--- src/hdl/lct_pkg.sv ---
// ----------------------------------------------------------------------------
// lct_pkg: shared constants and types for the LFU cache table
// Table size, counter width, derived index widths and field constants.
// ----------------------------------------------------------------------------
`default_nettype none

package lct_pkg;

    localparam int MAX_ENTRIES = 16;
    localparam int COUNT_BITS  = 16;

    localparam int IDX_W   = (MAX_ENTRIES > 1) ? $clog2(MAX_ENTRIES) : 1;
    localparam int RANK_W  = IDX_W;
    localparam int OCC_W   = $clog2(MAX_ENTRIES + 1);
    localparam int LEAVES  = 1 << IDX_W;
    localparam int SKEY_W  = COUNT_BITS + RANK_W;

    localparam int CAP_W   = 5;
    localparam int KEY_W   = 32;
    localparam int VAL_W   = 32;
    localparam int DATA_W  = KEY_W + VAL_W;

    localparam logic [CAP_W-1:0]      CAP_RESET = CAP_W'(16);
    localparam logic [COUNT_BITS-1:0] COUNT_MAX = '1;
    localparam logic [COUNT_BITS-1:0] COUNT_ONE = COUNT_BITS'(1);
    localparam logic [VAL_W-1:0]      MISS_DATA = '1;

    // Command codes carried in s_tuser
    localparam logic CMD_GET = 1'b0;
    localparam logic CMD_PUT = 1'b1;

    // Result flag positions in m_tuser
    localparam int USER_HIT   = 0;
    localparam int USER_EVICT = 1;

    // One node of the victim selection tree
    typedef struct packed {
        logic              valid;
        logic [SKEY_W-1:0] skey;
        logic [IDX_W-1:0]  idx;
    } node_t;

endpackage

`default_nettype wire

--- src/hdl/lfu_cache_table.sv ---
// ----------------------------------------------------------------------------
// lfu_cache_table: fully associative key/value cache with LFU replacement
// Pipeline: an accepted item moves from the input register to the result
//   register, which loads whenever it is empty or being drained.
// Throughput: one item per cycle while the result side does not stall; the
//   only loop is the table state, which is read and rewritten between the
//   input register and the result register.
// Reset: synchronous, active low; clears all valid bits and the occupancy,
//   empties both pipeline registers and sets the capacity to 16.
// ----------------------------------------------------------------------------
`default_nettype none

module lfu_cache_table
    import lct_pkg::*;
(
    input  wire logic              aclk,
    input  wire logic              aresetn,
    // Capacity register write channel
    input  wire logic              cfg_valid,
    output logic                   cfg_ready,
    input  wire logic [CAP_W-1:0]  cfg_data,     // capacity_in_use
    // Request items
    input  wire logic              s_tvalid,
    output logic                   s_tready,
    input  wire logic [DATA_W-1:0] s_tdata,      // [31:0] lookup_key, [63:32] store_value
    input  wire logic              s_tuser,      // [0] cmd
    // Result items
    output logic                   m_tvalid,
    input  wire logic              m_tready,
    output logic [DATA_W-1:0]      m_tdata,      // [31:0] read_data, [63:32] evicted_key
    output logic [1:0]             m_tuser       // [0] hit, [1] evicted
);

    // ------------------------------------------------------------------
    // Configuration: always ready; unenforced, the user must see that writes only arrive while idle
    // ------------------------------------------------------------------
    logic [CAP_W-1:0] cap_reg;

    assign cfg_ready = 1'b1;

    always_ff @(posedge aclk) begin
        if (!aresetn) begin
            cap_reg <= CAP_RESET;
        end else if (cfg_valid) begin
            cap_reg <= cfg_data;
        end
    end

    // ------------------------------------------------------------------
    // Pipeline control: input register feeds the result register whenever
    // the result register is empty or being drained this cycle
    // ------------------------------------------------------------------
    logic             in_valid_reg;
    logic             in_cmd_reg;
    logic [KEY_W-1:0] in_key_reg;
    logic [VAL_W-1:0] in_val_reg;
    logic             out_valid_reg;
    logic             advance;
    logic             fire;

    assign advance  = !out_valid_reg || m_tready;
    assign fire     = in_valid_reg && advance;
    assign s_tready = !in_valid_reg || advance;

    always_ff @(posedge aclk) begin
        if (!aresetn) begin
            in_valid_reg <= 1'b0;
        end else if (s_tready) begin
            in_valid_reg <= s_tvalid;
        end
    end

    // Payload: hold while stalled, take a new item when the slot frees
    always_ff @(posedge aclk) begin
        if (s_tready && s_tvalid) begin
            in_cmd_reg <= s_tuser;
            in_key_reg <= s_tdata[KEY_W-1:0];
            in_val_reg <= s_tdata[DATA_W-1:KEY_W];
        end
    end

    // ------------------------------------------------------------------
    // Table state
    // ------------------------------------------------------------------
    logic                  valid_reg [MAX_ENTRIES];
    logic [KEY_W-1:0]      key_reg   [MAX_ENTRIES];
    logic [VAL_W-1:0]      value_reg [MAX_ENTRIES];
    logic [COUNT_BITS-1:0] count_reg [MAX_ENTRIES];
    logic [RANK_W-1:0]     rank_reg  [MAX_ENTRIES];
    logic [OCC_W-1:0]      occ_reg;

    logic                  valid_next [MAX_ENTRIES];
    logic [KEY_W-1:0]      key_next   [MAX_ENTRIES];
    logic [VAL_W-1:0]      value_next [MAX_ENTRIES];
    logic [COUNT_BITS-1:0] count_next [MAX_ENTRIES];
    logic [RANK_W-1:0]     rank_next  [MAX_ENTRIES];
    logic [OCC_W-1:0]      occ_next;

    // ------------------------------------------------------------------
    // Parallel key compare. Valid keys are unique, so at most one match
    // and the OR of the masked fields gives the hit entry directly.
    // ------------------------------------------------------------------
    logic              hit;
    logic [IDX_W-1:0]  hit_idx;
    logic [VAL_W-1:0]  hit_value;
    logic [RANK_W-1:0] hit_rank;

    always_comb begin
        hit       = 1'b0;
        hit_idx   = '0;
        hit_value = '0;
        hit_rank  = '0;
        for (int i = 0; i < MAX_ENTRIES; i++) begin
            if (valid_reg[i] && key_reg[i] == in_key_reg) begin
                hit       = 1'b1;
                hit_idx   = hit_idx | IDX_W'(i);
                hit_value = hit_value | value_reg[i];
                hit_rank  = hit_rank | rank_reg[i];
            end
        end
    end

    // ------------------------------------------------------------------
    // Victim selection: binary tree over {count, inverted rank}; the
    // smallest key is the lowest count, ties going to the oldest entry.
    // Node n has children 2n and 2n+1, leaves sit at LEAVES+i.
    // ------------------------------------------------------------------
    node_t node [2*LEAVES];

    always_comb begin
        node[0] = '0;
        for (int i = 0; i < LEAVES; i++) begin
            node[LEAVES+i] = '0;
            if (i < MAX_ENTRIES) begin
                node[LEAVES+i].valid = valid_reg[i];
                node[LEAVES+i].skey  = {count_reg[i], ~rank_reg[i]};
                node[LEAVES+i].idx   = IDX_W'(i);
            end
        end
        for (int n = LEAVES - 1; n >= 1; n--) begin
            if (node[2*n].valid &&
                (!node[2*n+1].valid || node[2*n].skey <= node[2*n+1].skey)) begin
                node[n] = node[2*n];
            end else begin
                node[n] = node[2*n+1];
            end
        end
    end

    logic [IDX_W-1:0] victim_idx;
    logic             victim_found;
    logic [KEY_W-1:0] victim_key;

    assign victim_idx   = node[1].idx;
    assign victim_found = node[1].valid;

    always_comb begin
        victim_key = '0;
        for (int i = 0; i < MAX_ENTRIES; i++) begin
            if (IDX_W'(i) == victim_idx) begin
                victim_key = key_reg[i];
            end
        end
    end

    // ------------------------------------------------------------------
    // Decode the operation
    // ------------------------------------------------------------------
    logic [OCC_W-1:0] cap_eff;
    logic             cap_zero;
    logic             do_touch;
    logic             do_write;
    logic             do_insert_req;
    logic             do_evict;

    always_comb begin
        if (int'(cap_reg) > MAX_ENTRIES) begin
            cap_eff = OCC_W'(MAX_ENTRIES);
        end else begin
            cap_eff = OCC_W'(cap_reg);
        end
    end

    assign cap_zero      = (cap_reg == '0);
    // Hit on get, or hit on put with room allowed: bump and make most recent
    assign do_touch      = fire && hit && (in_cmd_reg == CMD_GET || !cap_zero);
    assign do_write      = fire && hit && in_cmd_reg == CMD_PUT && !cap_zero;
    assign do_insert_req = fire && !hit && in_cmd_reg == CMD_PUT && !cap_zero;
    assign do_evict      = do_insert_req && (occ_reg >= cap_eff) && victim_found;

    // Lowest free slot once the victim (if any) has been dropped
    logic             free_found;
    logic [IDX_W-1:0] free_idx;
    logic             do_insert;

    always_comb begin
        free_found = 1'b0;
        free_idx   = '0;
        for (int i = MAX_ENTRIES - 1; i >= 0; i--) begin
            if (!valid_reg[i] || (do_evict && IDX_W'(i) == victim_idx)) begin
                free_found = 1'b1;
                free_idx   = IDX_W'(i);
            end
        end
    end

    assign do_insert = do_insert_req && free_found;

    // ------------------------------------------------------------------
    // Next table state
    // ------------------------------------------------------------------
    logic [RANK_W-1:0] victim_rank;

    always_comb begin
        victim_rank = '0;
        for (int i = 0; i < MAX_ENTRIES; i++) begin
            if (IDX_W'(i) == victim_idx) begin
                victim_rank = rank_reg[i];
            end
        end
    end

    always_comb begin
        for (int i = 0; i < MAX_ENTRIES; i++) begin
            valid_next[i] = valid_reg[i];
            key_next[i]   = key_reg[i];
            value_next[i] = value_reg[i];
            count_next[i] = count_reg[i];
            rank_next[i]  = rank_reg[i];

            if (do_touch && valid_reg[i]) begin
                if (IDX_W'(i) == hit_idx) begin
                    rank_next[i] = '0;
                    if (count_reg[i] != COUNT_MAX) begin
                        count_next[i] = count_reg[i] + COUNT_ONE;
                    end
                    if (do_write) begin
                        value_next[i] = in_val_reg;
                    end
                end else if (rank_reg[i] < hit_rank) begin
                    rank_next[i] = rank_reg[i] + RANK_W'(1);
                end
            end

            if (do_insert_req) begin
                if (do_evict && IDX_W'(i) == victim_idx) begin
                    valid_next[i] = 1'b0;
                end else if (valid_reg[i]) begin
                    // Drop above the victim and age by one cancel out
                    if (!(do_evict && rank_reg[i] > victim_rank)) begin
                        if (do_insert) begin
                            rank_next[i] = rank_reg[i] + RANK_W'(1);
                        end
                    end else if (!do_insert) begin
                        rank_next[i] = rank_reg[i] - RANK_W'(1);
                    end
                end
                if (do_insert && IDX_W'(i) == free_idx) begin
                    valid_next[i] = 1'b1;
                    key_next[i]   = in_key_reg;
                    value_next[i] = in_val_reg;
                    count_next[i] = COUNT_ONE;
                    rank_next[i]  = '0;
                end
            end
        end
    end

    always_comb begin
        occ_next = occ_reg;
        if (do_evict && !do_insert) begin
            occ_next = occ_reg - OCC_W'(1);
        end else if (do_insert && !do_evict) begin
            occ_next = occ_reg + OCC_W'(1);
        end
    end

    always_ff @(posedge aclk) begin
        if (!aresetn) begin
            occ_reg <= '0;
            for (int i = 0; i < MAX_ENTRIES; i++) begin
                valid_reg[i] <= 1'b0;
            end
        end else begin
            occ_reg <= occ_next;
            for (int i = 0; i < MAX_ENTRIES; i++) begin
                valid_reg[i] <= valid_next[i];
            end
        end
    end

    always_ff @(posedge aclk) begin
        for (int i = 0; i < MAX_ENTRIES; i++) begin
            key_reg[i]   <= key_next[i];
            value_reg[i] <= value_next[i];
            count_reg[i] <= count_next[i];
            rank_reg[i]  <= rank_next[i];
        end
    end

    // ------------------------------------------------------------------
    // Result register: load on fire, drop valid once taken
    // ------------------------------------------------------------------
    logic             res_hit_reg;
    logic             res_evict_reg;
    logic [VAL_W-1:0] res_data_reg;
    logic [KEY_W-1:0] res_ekey_reg;

    always_ff @(posedge aclk) begin
        if (!aresetn) begin
            out_valid_reg <= 1'b0;
        end else if (advance) begin
            out_valid_reg <= in_valid_reg;
        end
    end

    always_ff @(posedge aclk) begin
        if (fire) begin
            res_hit_reg   <= hit;
            res_evict_reg <= do_evict;
            res_data_reg  <= (hit && in_cmd_reg == CMD_GET) ? hit_value : MISS_DATA;
            res_ekey_reg  <= do_evict ? victim_key : '0;
        end
    end

    assign m_tvalid             = out_valid_reg;
    assign m_tdata              = {res_ekey_reg, res_data_reg};
    assign m_tuser[USER_HIT]    = res_hit_reg;
    assign m_tuser[USER_EVICT]  = res_evict_reg;

endmodule

`default_nettype wire

--- config.mk ---
export PLATFORM = sky130hd
export DESIGN_NAME = lfu_cache_table
export DESIGN_NICKNAME = d
export VERILOG_FILES = /design/src/hdl/lct_pkg.sv /design/src/hdl/lfu_cache_table.sv
export SDC_FILE = /design/constraint.sdc
export NUM_CORES = 2
export LEC_CHECK = 0
export BUFFER_PORTS_ARGS = -buffer_cell sky130_fd_sc_hd__buf_2
export CAP_MARGIN = 20
export CORE_UTILIZATION = 23
export DETAILED_ROUTE_END_ITERATION = 10
export GPL_TIMING_DRIVEN = 0
export PLACE_DENSITY = 0.35
export SLEW_MARGIN = 20
export SYNTH_ARGS = -nofsm -noshare
export SYNTH_HDL_FRONTEND = slang
export SYNTH_SLANG_ARGS = --single-unit
export TNS_END_PERCENT = 1
--- constraint.sdc ---
create_clock -name aclk -period 11.91 [get_ports aclk]
set_input_delay 0.5955 -clock aclk [delete_from_list [all_inputs] [get_ports aclk]]
set_output_delay 0.5955 -clock aclk [all_outputs]
set_load 0.02 [all_outputs]
=== Word level (Yosys, flattened, before mapping) ===
Memories as Yosys holds them, arrays and structs flattened.
Index checks and enable logic that the tools add are counted.

* Register bits after elaboration: 143
* Bits in writable memories: 1360
* Word-level logic and storage cells: 996
* Memories kept: 5

* $add $sub $neg: 50
* Magnitude comparators: 49
* Equal/unequal tests: 77
* Muxes and demuxes: 563
* Bitwise gates (word level): 63
* Reductions and logical operators: 178

{| class="wikitable"
|+ Memory list
! name !! words !! bits a word !! rd ports !! clocked after memory_dff !! wr ports !! RTL line !! RTL
|-
| key_reg || 16 || 32 || 16 || 0 || 16 || lfu_cache_table.sv:86 || <nowiki>logic [KEY_W-1:0] key_reg [MAX_ENTRIES];</nowiki>
|-
| value_reg || 16 || 32 || 16 || 0 || 16 || lfu_cache_table.sv:87 || <nowiki>logic [VAL_W-1:0] value_reg [MAX_ENTRIES];</nowiki>
|-
| count_reg || 16 || 16 || 16 || 0 || 16 || lfu_cache_table.sv:88 || <nowiki>logic [COUNT_BITS-1:0] count_reg [MAX_ENTRIES];</nowiki>
|-
| rank_reg || 16 || 4 || 16 || 0 || 16 || lfu_cache_table.sv:89 || <nowiki>logic [RANK_W-1:0] rank_reg [MAX_ENTRIES];</nowiki>
|-
| valid_reg || 16 || 1 || 16 || 0 || 16 || lfu_cache_table.sv:85 || <nowiki>logic valid_reg [MAX_ENTRIES];</nowiki>
|}

{| class="wikitable"
|+ Operators by type and width
! operator !! count
|-
| $mux W32 || 144
|-
| $mux W16 || 80
|-
| $mux W4 || 216
|-
| $eq A32 B32 Y1 || 16
|-
| $or A32 B32 Y32 || 15
|-
| $mux W25 || 15
|-
| $le A20 B20 Y1 || 15
|-
| $add A16 B1 Y16 const B || 16
|-
| $ne A16 B16 Y1 const B || 16
|-
| $logic_and A1 B1 Y1 || 110
|-
| $mux W1 || 99
|-
| $eq A4 B4 Y1 const A || 24
|-
| $add A4 B1 Y4 const B || 16
|-
| $gt A4 B4 Y1 || 16
|-
| $lt A4 B4 Y1 || 16
|-
| $not A4 Y4 || 16
|-
| $sub A4 B1 Y4 const B || 16
|-
| $or A4 B4 Y4 || 15
|-
| $eq A3 B4 Y1 const A || 12
|-
| $logic_or A1 B1 Y1 || 34
|-
| $logic_not A1 Y1 || 29
|-
| $eq A2 B4 Y1 const A || 6
|-
| $or A1 B1 Y1 || 16
|-
| $mux W5 || 3
|-
| 11 further kinds || 19
|}

=== Depth between registers and ports, before layout ===
An unclocked memory read counts as a cell.

* Depth in word-level cells: 50
* Mapped depth: 62

=== Least setup slack after synthesis ===
OpenSTA, ideal clock, no wires.

* Kind: flip-flop to flip-flop
* From: memory count_reg[15][1], in the netlist count_reg[1][113]
* To: memory rank_reg[1][11] (netlist name)
* Setup time: 0.065 ns
* Data arrival time: 13.063 ns
* Slack: -1.218 ns
* Cell stages (with the launch flop): 58
* Buffers on the path: 11
* Period minus slack after synthesis: 13.128 ns
* Path through: dfxtp_1 -> inv_1 -> ha_1 -> a21oi_1 -> o21ai_0 -> a2111oi_0 -> nand2_1 -> o22ai_1 -> clkbuf_1 -> clkbuf_1 -> a21oi_1 -> ha_1 -> nand4_1 -> or4_1 -> a2bb2oi_1 -> nor2_1 -> or2_0 -> clkbuf_1 -> [... 22 more ...] -> clkbuf_1 -> buf_1 -> clkbuf_1 -> nand2_1 -> a21oi_1 -> nor3_1 -> ha_1 -> nor2b_1 -> o21ai_0 -> nand2b_1 -> a21oi_1 -> a41o_1 -> o21ai_0 -> or3_1 -> a211oi_1 -> a21oi_1 -> o32a_1 -> nor2_1

{| class="wikitable"
|+ RTL lines
! item !! RTL line
|-
| start, declared || lfu_cache_table.sv:88
|-
| end, declared || lfu_cache_table.sv:89
|}

==> impl_metrics.ini <==
[synth]
sequential_element_share_of_the_synthesized_area = 0.445
synth_ff_type = sky130_fd_sc_hd__dfxtp_1
flip_flop_and_latch_count_after_synthesis = 1503
mappedNetlistArea_mm2 = 0.0821
postSynthAreaPerCell_um2 = 10.0
synth.net_count = 8724
syn_inst = 8179
yosysTopAreaCellShare = 0.235
postSynth.asyncResetShare = 0
synth_edf_count = 644
synth-warning-count = 0
synth_unique_cells = 117
synthTopCellsByArea = sky130_fd_sc_hd__edfxtp_1, sky130_fd_sc_hd__dfxtp_1, sky130_fd_sc_hd__ha_1
synth_top_area_cell = sky130_fd_sc_hd__edfxtp_1

[global_route]
global_route.usage.met3 = 0.0323
via_count_of_the_first_global_routing_pass = 69500
grt_pass1_wl_um = 591000
grt_max_degree = 42
antenna_found_initial = 27
gr-usage-met1 = 0.302
gr-max-usage-layer = met2
grt_use_total = 0.237
grt_overflow_total = 0
grtUsageMet2 = 0.400

[setup_path]
critical_path_peak_fanout = 10
crit-reg2reg-capture = rank_reg[0][5]
timing.setup.critical_path_class = reg -> reg
r2r_slack_ps = -280
max_stage_delay_ps = 700
worstRegToRegCells = 63
required_arrival_time_at_the_worst_endpoint_ps = 12720
worst_setup_path_start_kind = register
timing.critical_path.depth = 63
worst-endpoint-arrival_ps = 13000
timing.rr.start = rank_reg[1][4]
critical-path-top-cell-by-count = sky130_fd_sc_hd__buf_4
endpoint = rank_reg[0][5]
endpoint_kind = register
cp_slowest_cell = sky130_fd_sc_hd__dfxtp_1
path_buf_inv = 18
critical-path-top-delay-family = compound AO/OA/AOI/OAI gates
crit_path_start = rank_reg[1][4]

[final_layout]
finalInstanceArea_mm2 = 0.104
areaGrowthSynthToFinish_pct = 26.5
postLayoutCoreUtil = 0.292
post_route_cells_drive_above_1_share = 0.217
filler_cell_count = 37200
layout.nets = 9441

[place]
post-place-ws_ps = -7990
detailed_place.area_mm2 = 0.0904
routabilityCongestion = 0.971
io_buffers = 140
post-dp-hpwl_um = 339000

[drt]
drt_wl_total_um = 440000
initial_drc_count = 6520
detailedRoute.firstPassIterationCount = 10
ant_nets = 0
viasPerCell = 5.19
routedWlPerCell_um = 31.9
vias = 71700
drc_errors = 78

[pwr]
power_per_cell_area_mw_per_mm2 = 128
leakage_nw = 38.1
irDropWorstVdd_uv = 112

[die]
die-area_mm2 = 0.359
die_h_um = 600
placement_rows = 219
initial_core_util = 0.231
core_area_mm2 = 0.356
floorplan.die.width_um = 600
num_io_pins = 144

[outcome]
result_of_the_run = complete, but fails checks
violations_in_the_final_reports = design-rule violations, negative setup slack

[sta]
setup_viol_count_final = 122
number_of_pins_exceeding_their_max_slew_limit_in_the_final_report = 0
final_critical_delay_including_setup_and_external_delays_ps = 12190
timing.final.crit_share = 1.02
final.setup_skew_ps = 88.2
max_freq_mhz = 82.0
unrepaired_setup_endpoints_after_global_routing = true
hold_ws_ps = 4.10
worst_pin_slew_ps = 1240
hold_viol_final = 0
fin_ws_ps = -285
worst_slew_margin_rel = 0.152

[cts]
post_cts_clock_slew_at_the_launch_and_capture_registers_of_the_worst_setup_and_hold_paths_ps = 60
bufs_on_longest_clock_path = 4
clkLatencyLatePin_ps = 950
htree_levels = 4
cts_tree = built
numCtsBuffers = 195
cts.sink_count = 1503
cts_root_buffer = sky130_fd_sc_hd__clkbuf_16

[hold_path]
timing.hold.worst.class = in -> reg

[job]
cap_violations = 0
-- per-layer routing --
layer	up-vias	share of wire
met2	2706	0.47
met4	18	0.049
met3	740	0.058
li1	31800	-
met1	36400	0.42
met5	-	0.00030
-- worst min-delay path by stage --
stage / from / end / slack, ps / cells past startpoint
3_5_place_dp: value_reg[0][70] / value_reg[0][70] / 440 / 2
5_1_grt: s_tdata[20] / in_key_reg[20] / -20 / 1
3_3_place_gp: value_reg[0][197] / value_reg[0][197] / 430 / 2
2_1_floorplan: value_reg[0][198] / value_reg[0][198] / 430 / 2
6_report: s_tdata[20] / in_key_reg[20] / 4 / 1
4_1_cts: s_tdata[20] / in_key_reg[20] / 2 / 1
-- cell usage after synthesis (all sizes together), types with 62 or more instances --
| cell | n |
|---|---|
| nand3 | 218 |
| nor2 | 674 |
| nor3 | 115 |
| mux2i | 84 |
| a22oi | 109 |
| o21ai | 404 |
| nand4 | 239 |
| a21oi | 460 |
| nor4 | 165 |
| inv | 271 |
| a221oi | 122 |
| edfxtp | 644 |
| buf | 167 |
| and3 | 114 |
| nand2 | 615 |
| mux2 | 461 |
| clkbuf | 282 |
| nand2b | 62 |
| dfxtp | 859 |
| ha | 469 |
| a22o | 107 |
| xnor2 | 337 |
| xor2 | 367 |
-- stage by stage --
step	TNS, ps	instances	power (mW)
4_1_cts	-7040	13800	13.3
3_5_place_dp	-7341870	13100	7.03
3_3_place_gp	-9497950	13100	6.99
2_1_floorplan	-22120	8179	6.36
6_report	-9520	13800	13.3
5_1_grt	-153830	13800	13.7
-- layout by cell type, fill, tap and decap left out, types with 51 or more instances in the layout --
cell type,count
sky130_fd_sc_hd__a21oi_1,289
sky130_fd_sc_hd__a21oi_2,123
sky130_fd_sc_hd__a221oi_1,117
sky130_fd_sc_hd__a22o_1,107
sky130_fd_sc_hd__a22oi_1,106
sky130_fd_sc_hd__and3_1,109
sky130_fd_sc_hd__buf_2,221
sky130_fd_sc_hd__buf_4,256
sky130_fd_sc_hd__buf_6,68
sky130_fd_sc_hd__clkbuf_1,189
sky130_fd_sc_hd__clkbuf_16,218
sky130_fd_sc_hd__clkbuf_2,66
sky130_fd_sc_hd__clkbuf_8,51
sky130_fd_sc_hd__dfxtp_1,779
sky130_fd_sc_hd__dfxtp_2,64
sky130_fd_sc_hd__dlygate4sd3_1,70
sky130_fd_sc_hd__edfxtp_1,644
sky130_fd_sc_hd__ha_1,408
sky130_fd_sc_hd__ha_4,61
sky130_fd_sc_hd__inv_1,242
sky130_fd_sc_hd__mux2_1,154
sky130_fd_sc_hd__mux2_2,217
sky130_fd_sc_hd__mux2_4,90
sky130_fd_sc_hd__mux2i_1,83
sky130_fd_sc_hd__nand2_1,602
sky130_fd_sc_hd__nand2b_1,61
sky130_fd_sc_hd__nand3_1,216
sky130_fd_sc_hd__nand4_1,239
sky130_fd_sc_hd__nor2_1,621
sky130_fd_sc_hd__nor2b_1,51
sky130_fd_sc_hd__nor3_1,95
sky130_fd_sc_hd__nor4_1,145
sky130_fd_sc_hd__o21ai_0,327
sky130_fd_sc_hd__xnor2_1,336
sky130_fd_sc_hd__xor2_1,367
-- final cells by class --
class / instances / area [µm²] / share of cell area
Timing Repair Buffer: 528 / 4750 / 0.0458
Antenna cell: 18 / 45.0 / 0.000434
Buffer: 440 / 3170 / 0.0305
Clock buffer: 274 / 5480 / 0.0528
Clock inverter: 76 / 826 / 0.00795
Inverter: 273 / 1060 / 0.0102
Sequential cell: 1503 / 36700 / 0.353
Tap cell: 4751 / 5940 / 0.0572
Multi-Input combinational cell: 5955 / 45900 / 0.442
-- timing repair --
action	in CTS	in global routing
gates resized for setup	885	215
setup buffers	182	48
hold buffers	70	0
setup endpoints to repair	1392	1202
cloned	16	0
pin swaps	147	115
endpoints found under the hold margin	70	0
-- kinds of logic after synthesis --
kind of cell             count (synthesis)  synth area share
AO/OA/AOI/OAI                         1761             0.144
multiplexers                           545            0.0763
adder cells (fa/ha/maj)                470            0.0717
AND/OR/NAND/NOR                       2473             0.150
flip-flops                            1503             0.445
other                                    1         0.0000457
XOR/XNOR                               704            0.0752
buffers and inverters                  722            0.0376
-- worst reg2reg max path: cells and delay by family, from the launching register on --
kind / cells / cell delay, ps
compound gates: 22 / 3960
fa+ha+maj: 5 / 1210
buf+inv: 18 / 3250
flops: 1 / 700
simple gates: 18 / 3030
-- power by group --
group          total [mW]  internal, mW  switching [mW]  leakage (nW)
Clock                6.02          3.49            2.53          3.09
Combinational        1.66         0.603            1.06          22.3
Sequential           5.58          5.45           0.130          12.8
Total                13.3          9.55            3.71          38.1
Note: power is estimated with default switching activity, not from simulation.
